## config.mk

```make
export PLATFORM = sky130hd
export DESIGN_NAME = par_ctrl
export DESIGN_NICKNAME = d
export VERILOG_FILES = /design/src/rtl/page_allocator_refcount_top_assert.svh /design/src/rtl/par_pkg.sv /design/src/rtl/par_ctrl.sv
export SDC_FILE = /design/constraint.sdc
export NUM_CORES = 1
export LEC_CHECK = 0
export ABC_AREA = 0
export BUFFER_PORTS_ARGS = -buffer_cell sky130_fd_sc_hd__buf_2
export CAP_MARGIN = 5
export CORE_AREA = 4 4 41 43
export DETAILED_ROUTE_END_ITERATION = 7
export DIE_AREA = 0 0 45 47
export GPL_TIMING_DRIVEN = 0
export HOLD_SLACK_MARGIN = 0.06
export RECOVER_POWER = 100
export SETUP_SLACK_MARGIN = 0.1
export SLEW_MARGIN = 10
export SYNTH_ARGS = -nofsm -noshare
export SYNTH_HDL_FRONTEND = slang
export SYNTH_SLANG_ARGS = --single-unit
```

## constraint.sdc

```tcl
create_clock -name clk -period 1 [get_ports clk]
set_clock_uncertainty 0.1 [all_clocks]
set_input_delay 0.1 -clock clk [delete_from_list [all_inputs] [get_ports clk]]
set_output_delay 0.1 -clock clk [all_outputs]
set_load 0.02 [all_outputs]
```

## src/rtl/page_allocator_refcount_top_assert.svh

```systemverilog
// ----------------------------------------------------------------------------
// Page allocator assertion macros
// Short forms for the concurrent checks at the end of the top level.
// ----------------------------------------------------------------------------
`ifndef PAGE_ALLOCATOR_REFCOUNT_TOP_ASSERT_SVH
`define PAGE_ALLOCATOR_REFCOUNT_TOP_ASSERT_SVH

// The consequent holds in the same cycle as the antecedent.
`define PAR_ASSERT_SAME(label, clk, rst_n, ante, cons, msg) \
  label: assert property (@(posedge clk) disable iff (!rst_n) (ante) |-> (cons)) \
    else $error(msg);

// The consequent holds in the cycle after the antecedent.
`define PAR_ASSERT_NEXT(label, clk, rst_n, ante, cons, msg) \
  label: assert property (@(posedge clk) disable iff (!rst_n) (ante) |=> (cons)) \
    else $error(msg);

`endif

```

## src/rtl/par_pkg.sv

```systemverilog
// ----------------------------------------------------------------------------
// Page allocator package
// Field widths, operation and status codes, controller types.
// ----------------------------------------------------------------------------
package par_pkg;

  localparam int ADDR_W     = 40;
  localparam int BASE_W     = 28;
  localparam int PCNT_W     = 16;
  localparam int MODE_W     = 3;
  localparam int STATUS_W   = 3;
  localparam int OUT_CNT_W  = 16;
  localparam int PAGE_SHIFT = 12;
  localparam int CFG_IDX_W  = 2;
  localparam int CFG_DATA_W = 28;

  localparam logic [PCNT_W-1:0] PCOUNT_RESET = 16'd32768;

  localparam logic [CFG_IDX_W-1:0] CFG_BASE_PAGE  = 2'd0;
  localparam logic [CFG_IDX_W-1:0] CFG_PAGE_COUNT = 2'd1;

  localparam logic [MODE_W-1:0] MODE_INIT  = 3'd0;
  localparam logic [MODE_W-1:0] MODE_ALLOC = 3'd1;
  localparam logic [MODE_W-1:0] MODE_FREE  = 3'd2;
  localparam logic [MODE_W-1:0] MODE_REF   = 3'd3;
  localparam logic [MODE_W-1:0] MODE_DEREF = 3'd4;

  localparam logic [STATUS_W-1:0] ST_OK      = 3'd0;
  localparam logic [STATUS_W-1:0] ST_OOM     = 3'd1;
  localparam logic [STATUS_W-1:0] ST_BADADDR = 3'd2;
  localparam logic [STATUS_W-1:0] ST_SAT     = 3'd3;
  localparam logic [STATUS_W-1:0] ST_OVF     = 3'd4;

  typedef enum logic [2:0] {
    S_CLEAR_RST,
    S_IDLE,
    S_LOOKUP,
    S_CLEAR_INIT,
    S_EXEC
  } state_t;

  // Commands from the controller to the datapath.
  typedef struct packed {
    logic load_in;
    logic lookup;
    logic clr_en;
    logic exec;
  } ctrl_cmd_t;

  // Status from the datapath to the controller.
  typedef struct packed {
    logic mode_init;
    logic sweep_last;
    logic out_free;
  } dp_stat_t;

endpackage

```

## src/rtl/par_ctrl.sv

```systemverilog
// ----------------------------------------------------------------------------
// Page allocator controller
// Sequences lookup and commit for each operation, and the count-memory sweep after reset and for init.
// ----------------------------------------------------------------------------
module par_ctrl (
  input  logic                clk,
  input  logic                rst_n,
  input  logic                in_valid,
  output logic                in_ready,
  input  par_pkg::dp_stat_t   stat,
  output par_pkg::ctrl_cmd_t  cmd
);
  import par_pkg::*;

  state_t state_r;
  state_t state_nxt;

  always_ff @(posedge clk) begin
    if (!rst_n) begin
      state_r <= S_CLEAR_RST;
    end else begin
      state_r <= state_nxt;
    end
  end

  always_comb begin
    state_nxt = state_r;
    in_ready  = 1'b0;
    cmd       = '0;
    unique case (state_r)
      S_CLEAR_RST: begin
        cmd.clr_en = 1'b1;
        if (stat.sweep_last) begin
          state_nxt = S_IDLE;
        end
      end
      S_IDLE: begin
        in_ready = 1'b1;
        if (in_valid) begin
          cmd.load_in = 1'b1;
          state_nxt   = S_LOOKUP;
        end
      end
      S_LOOKUP: begin
        cmd.lookup = 1'b1;
        state_nxt  = stat.mode_init ? S_CLEAR_INIT : S_EXEC;
      end
      S_CLEAR_INIT: begin
        cmd.clr_en = 1'b1;
        if (stat.sweep_last) begin
          state_nxt = S_EXEC;
        end
      end
      S_EXEC: begin
        // Commit only when the result register can take the result.
        if (stat.out_free) begin
          cmd.exec  = 1'b1;
          state_nxt = S_IDLE;
        end
      end
      default: begin
        state_nxt = S_IDLE;
      end
    endcase
  end

endmodule

```

== After elaboration in Yosys (flattened, before gate mapping) ==
Index checks and enable logic that the tools add are counted.
W data, S select, Z words.

* Register bits: 3
* Input port bits: 6
* Output and inout bits: 5
* Word-level logic and storage cells: 25

* Equal/unequal tests: 8
* Muxes and demuxes: 13
* Reductions and logical operators: 3

{| class="wikitable"
|+ Operators by type and width
! kind !! count
|-
| $mux W3 || 5
|-
| $pmux W3 S5 || 1
|-
| $ne A2 B2 Y1 const B || 4
|-
| $mux W1 || 7
|-
| $eq A3 B2 Y1 const B || 2
|-
| $reduce_and A4 Y1 || 1
|-
| $eq A3 B1 Y1 const B || 1
|-
| $eq A3 B3 Y1 const B || 1
|-
| $logic_not A3 Y1 || 1
|-
| $reduce_or A2 Y1 || 1
|}

== Depth between registers and ports, before layout ==
* Depth in word-level cells: 3
* Depth in mapped cells: 5
* Mapped depth without buffers: 4

== Worst setup path before layout ==
OpenSTA, ideal clock, no wires.

* Path type: register to output
* Start point: register state_r[1]
* End point: output port cmd[2] in the netlist's numbering
* Arrival: 945 ps
* Required time: 800 ps
* Path slack: -145 ps
* Stages on the path, launching flop included: 4
* Buffers on the path: 1
* Path through: dfxtp_1 -> buf_6 -> or2b_1 -> nor2_1

{| class="wikitable"
|+ RTL lines
! element !! line !! text
|-
| from (decl) || par_ctrl.sv:15 || <nowiki>state_t state_r;</nowiki>
|-
| from (signal assigned) || par_ctrl.sv:22 || <nowiki>state_r <= state_nxt;</nowiki>
|-
| to (decl) || par_ctrl.sv:11 || <nowiki>output par_pkg::ctrl_cmd_t cmd</nowiki>
|}

==> run_results.csv <==
group,metric,value,unit
outcome,status,"finished with violations",
outcome,violations,"negative setup slack",
clock_tree,cts-root-to-sink-buffers,2,
drt,wl_per_cell,10.85,um
global_route,antenna_found_initial,0,
timing,hold_ws,0.1148,ns
timing,hold_viol,0,
placed_design,gp_congestion,0.6541,
drt,remaining_drc_errors,0,
drt,antenna_left,0,
pwr,p_total,0.0006148,W
layout,fillCellCount,142,
timing,setup_violations,8,
die,die_y,47,um
drt,wl,781,um
timing,post-route-min-period,1.355,ns
min_path,hold_path.class,"input port to flop",
flow_run,drv_cap,0,
die,dieArea,2115,um^2
timing,slew_headroom,88.25,%
timing,fmaxAchievable,737.9,MHz
clock_tree,cts.sinks,3,
placed_design,postPlaceCellArea,346.6,um^2
clock_tree,htreeDepth,1,
yosys,netlist_area,259.0,um^2
pwr,vdd.ir_drop.worst,0.0003511,V
layout,drive_above_1_share,75.44,%
clock_tree,root_buffer,"clkbuf_4",
critical_path,end_kind,"primary output",
timing,tns,-2.129,ns
layout,nets,64,
yosys,ys_seq_elements,3,
yosys,synth_edf_count,0,
global_route,grt_pass1_vias,264,
timing,worst_pin_slew,0.1754,ns
clock_tree,insertion_delay,0.25,ns
drt,via_count,298,
die,rows,13,
global_route,gr-usage-all-layers,8.129,%
timing,worst_slack,-0.3552,ns
layout,largest-register,"state_r",
drt,viasPerCell,4.139,
placed_design,portBuffers,10,
placed_design,dpl.cell_count,57,
timing,timing.final.crit_share,135.5,%
layout,n_antenna_cell,0,
critical_path,cp-start-kind,"flop",
clock_tree,clkTransAtPathRegs,0.04,ns
layout,area_delta_synth_final,104.8,%
layout,finalNonFillerCells,72,
layout,reg_top3,"state_r: 3 flops",
yosys,ys_warn_count,0,
global_route,grt_pass1_wl,1145,um
global_route,grt_max_degree,7,
yosys,syn_avg_cell_area,8.094,um^2
pwr,leakagePower,0.2338,nW
die,initial_utilization,19.90,%
layout,design_area,530.5,um^2
timing,rsz0062_at_grt,"true",
clock_tree,cts_tree,"built",
die,core,1301,um^2
critical_path,critical_path_class,"flop to primary output",
drt,drt_iter0_drc,2,
critical_path,crit_fanout,5,
layout,largest_reg_flops,3,
clock_tree,numCtsBuffers,3,
die,die_x,45,um
timing,maxSlewViolCount,0,
die,num_io_pins,11,
yosys,ys_types,20,
drt,drt_pass1_iterations,2,
critical_path,worstPathArrival,1.16,ns
pwr,p_per_area,1159,nW/um^2
yosys,ys.flop_type,"dfxtp_1",
yosys,synthArstFlopShare,0,%
yosys,syn_inst,32,
yosys,syn_nets,38,
critical_path,worstPathRequired,0.80,ns
yosys,seq_area_frac_synth,23.19,%
global_route,overflow,0,
cell families (layout without fill, tap and decap cells):
| group | after synthesis | count (layout) | synth area share (%) |
|---|---|---|---|
| buffers and inverters | 4 | 29 | 11.59 |
| DFF | 3 | 3 | 23.19 |
| and+or+nand+nor | 17 | 17 | 39.62 |
| xor gates and xnor gates | 1 | 1 | 3.382 |
| AOI/OAI and AO/OA | 7 | 7 | 22.22 |
synth_stat cells (2+ instances only):
cell type	number	area, um^2
nor2_1	6	22.52
nand2_1	2	7.510
dfxtp_1	3	60.06
nand2b_1	2	12.51
buf_6	2	22.52
inv_1	2	7.510
a21oi_1	2	10.01
per-layer routing:
| metal | part of all wire [%] | routed length, um | vias up | global-route usage, % |
|---|---|---|---|---|
| met1 | 39 | 307 | 130 | 8.617 |
| met3 | 3.3 | 26 | 3 | 2.299 |
| met5 | 0 | 0 | - | 0 |
| met2 | 54 | 421 | 7 | 13.28 |
| met4 | 3.2 | 25 | 0 | 7.018 |
| li1 | - | - | 158 | - |
metrics by stage:
step           worst slack [ns]  utilization, %
2_1_floorplan          -0.06950               -
3_3_place_gp            -0.1217           26.63
3_5_place_dp            -0.1215           26.63
4_1_cts                 -0.3338           38.37
5_1_grt                 -0.4009           40.77
6_report                -0.3552           40.77
final timing paths:
check             startpoint          to  slack (ns)  depth (start not counted)
hold reg to reg   state_r[2]  state_r[1]        0.46                          2
hold / removal       stat[1]  state_r[0]        0.11                          4
setup reg to reg  state_r[1]  state_r[0]       -0.29                          5
setup / recovery  state_r[1]      cmd[3]       -0.36                          5
timing repair:
action / 4_1_cts / 5_1_grt
hold buffers: 1 / 0
cloned: 1 / 0
buffers inserted: 6 / 4
setup endpoints to repair: 8 / 8
hold endpoints to repair: 3 / 0
pin swaps: 4 / 5
resized for setup: 19 / 3
critical path, cell delays in order (launching register included):
cell and delay (ns):
dfxtp_2 0.32, buf_6 0.12, buf_4 0.13, nand2b_4 0.15, nor2_4 0.08, buf_6 0.12
final cells by class:
cell class	count	area, um^2	share of cell area, %
clock buffers	4	26.28	4.953
inverters	2	7.507	1.415
well taps	15	18.77	3.538
plain buffers	2	22.52	4.245
flip-flops and latches	3	65.06	12.26
repair buffers	21	166.4	31.37
multi-input cells	25	224.0	42.22
layout by cell type, fill, tap and decap left out:
| cell type | instances |
|---|---|
| buf_4 | 10 |
| buf_6 | 7 |
| buf_2 | 5 |
| nand2b_4 | 3 |
| clkbuf_4 | 3 |
| nor2_2 | 2 |
| nor2_4 | 2 |
| nor2_1 | 2 |
| a21oi_2 | 2 |
| nand2_1 | 2 |
| or2b_1 | 1 |
| xor2_1 | 1 |
| and3_4 | 1 |
| inv_2 | 1 |
| a31oi_1 | 1 |
| nor3b_2 | 1 |
| inv_1 | 1 |
| a21oi_1 | 1 |
| or3_4 | 1 |
| o221ai_2 | 1 |
| nand3b_1 | 1 |
| a21boi_2 | 1 |
| o22ai_2 | 1 |
| and2_1 | 1 |
| clkbuf_1 | 1 |
| dlygate4sd3_1 | 1 |
| dfxtp_1 | 1 |
| dfxtp_2 | 1 |
| dfxtp_4 | 1 |
power breakdown:
group          switching, W  leakage (nW)  internal (W)
clock network     0.0000886        0.0150      0.000151
registers        0.00000504        0.0258      0.000126
logic              0.000114         0.193      0.000129
total              0.000208         0.234      0.000407
Power figures use the tool's default switching activity.
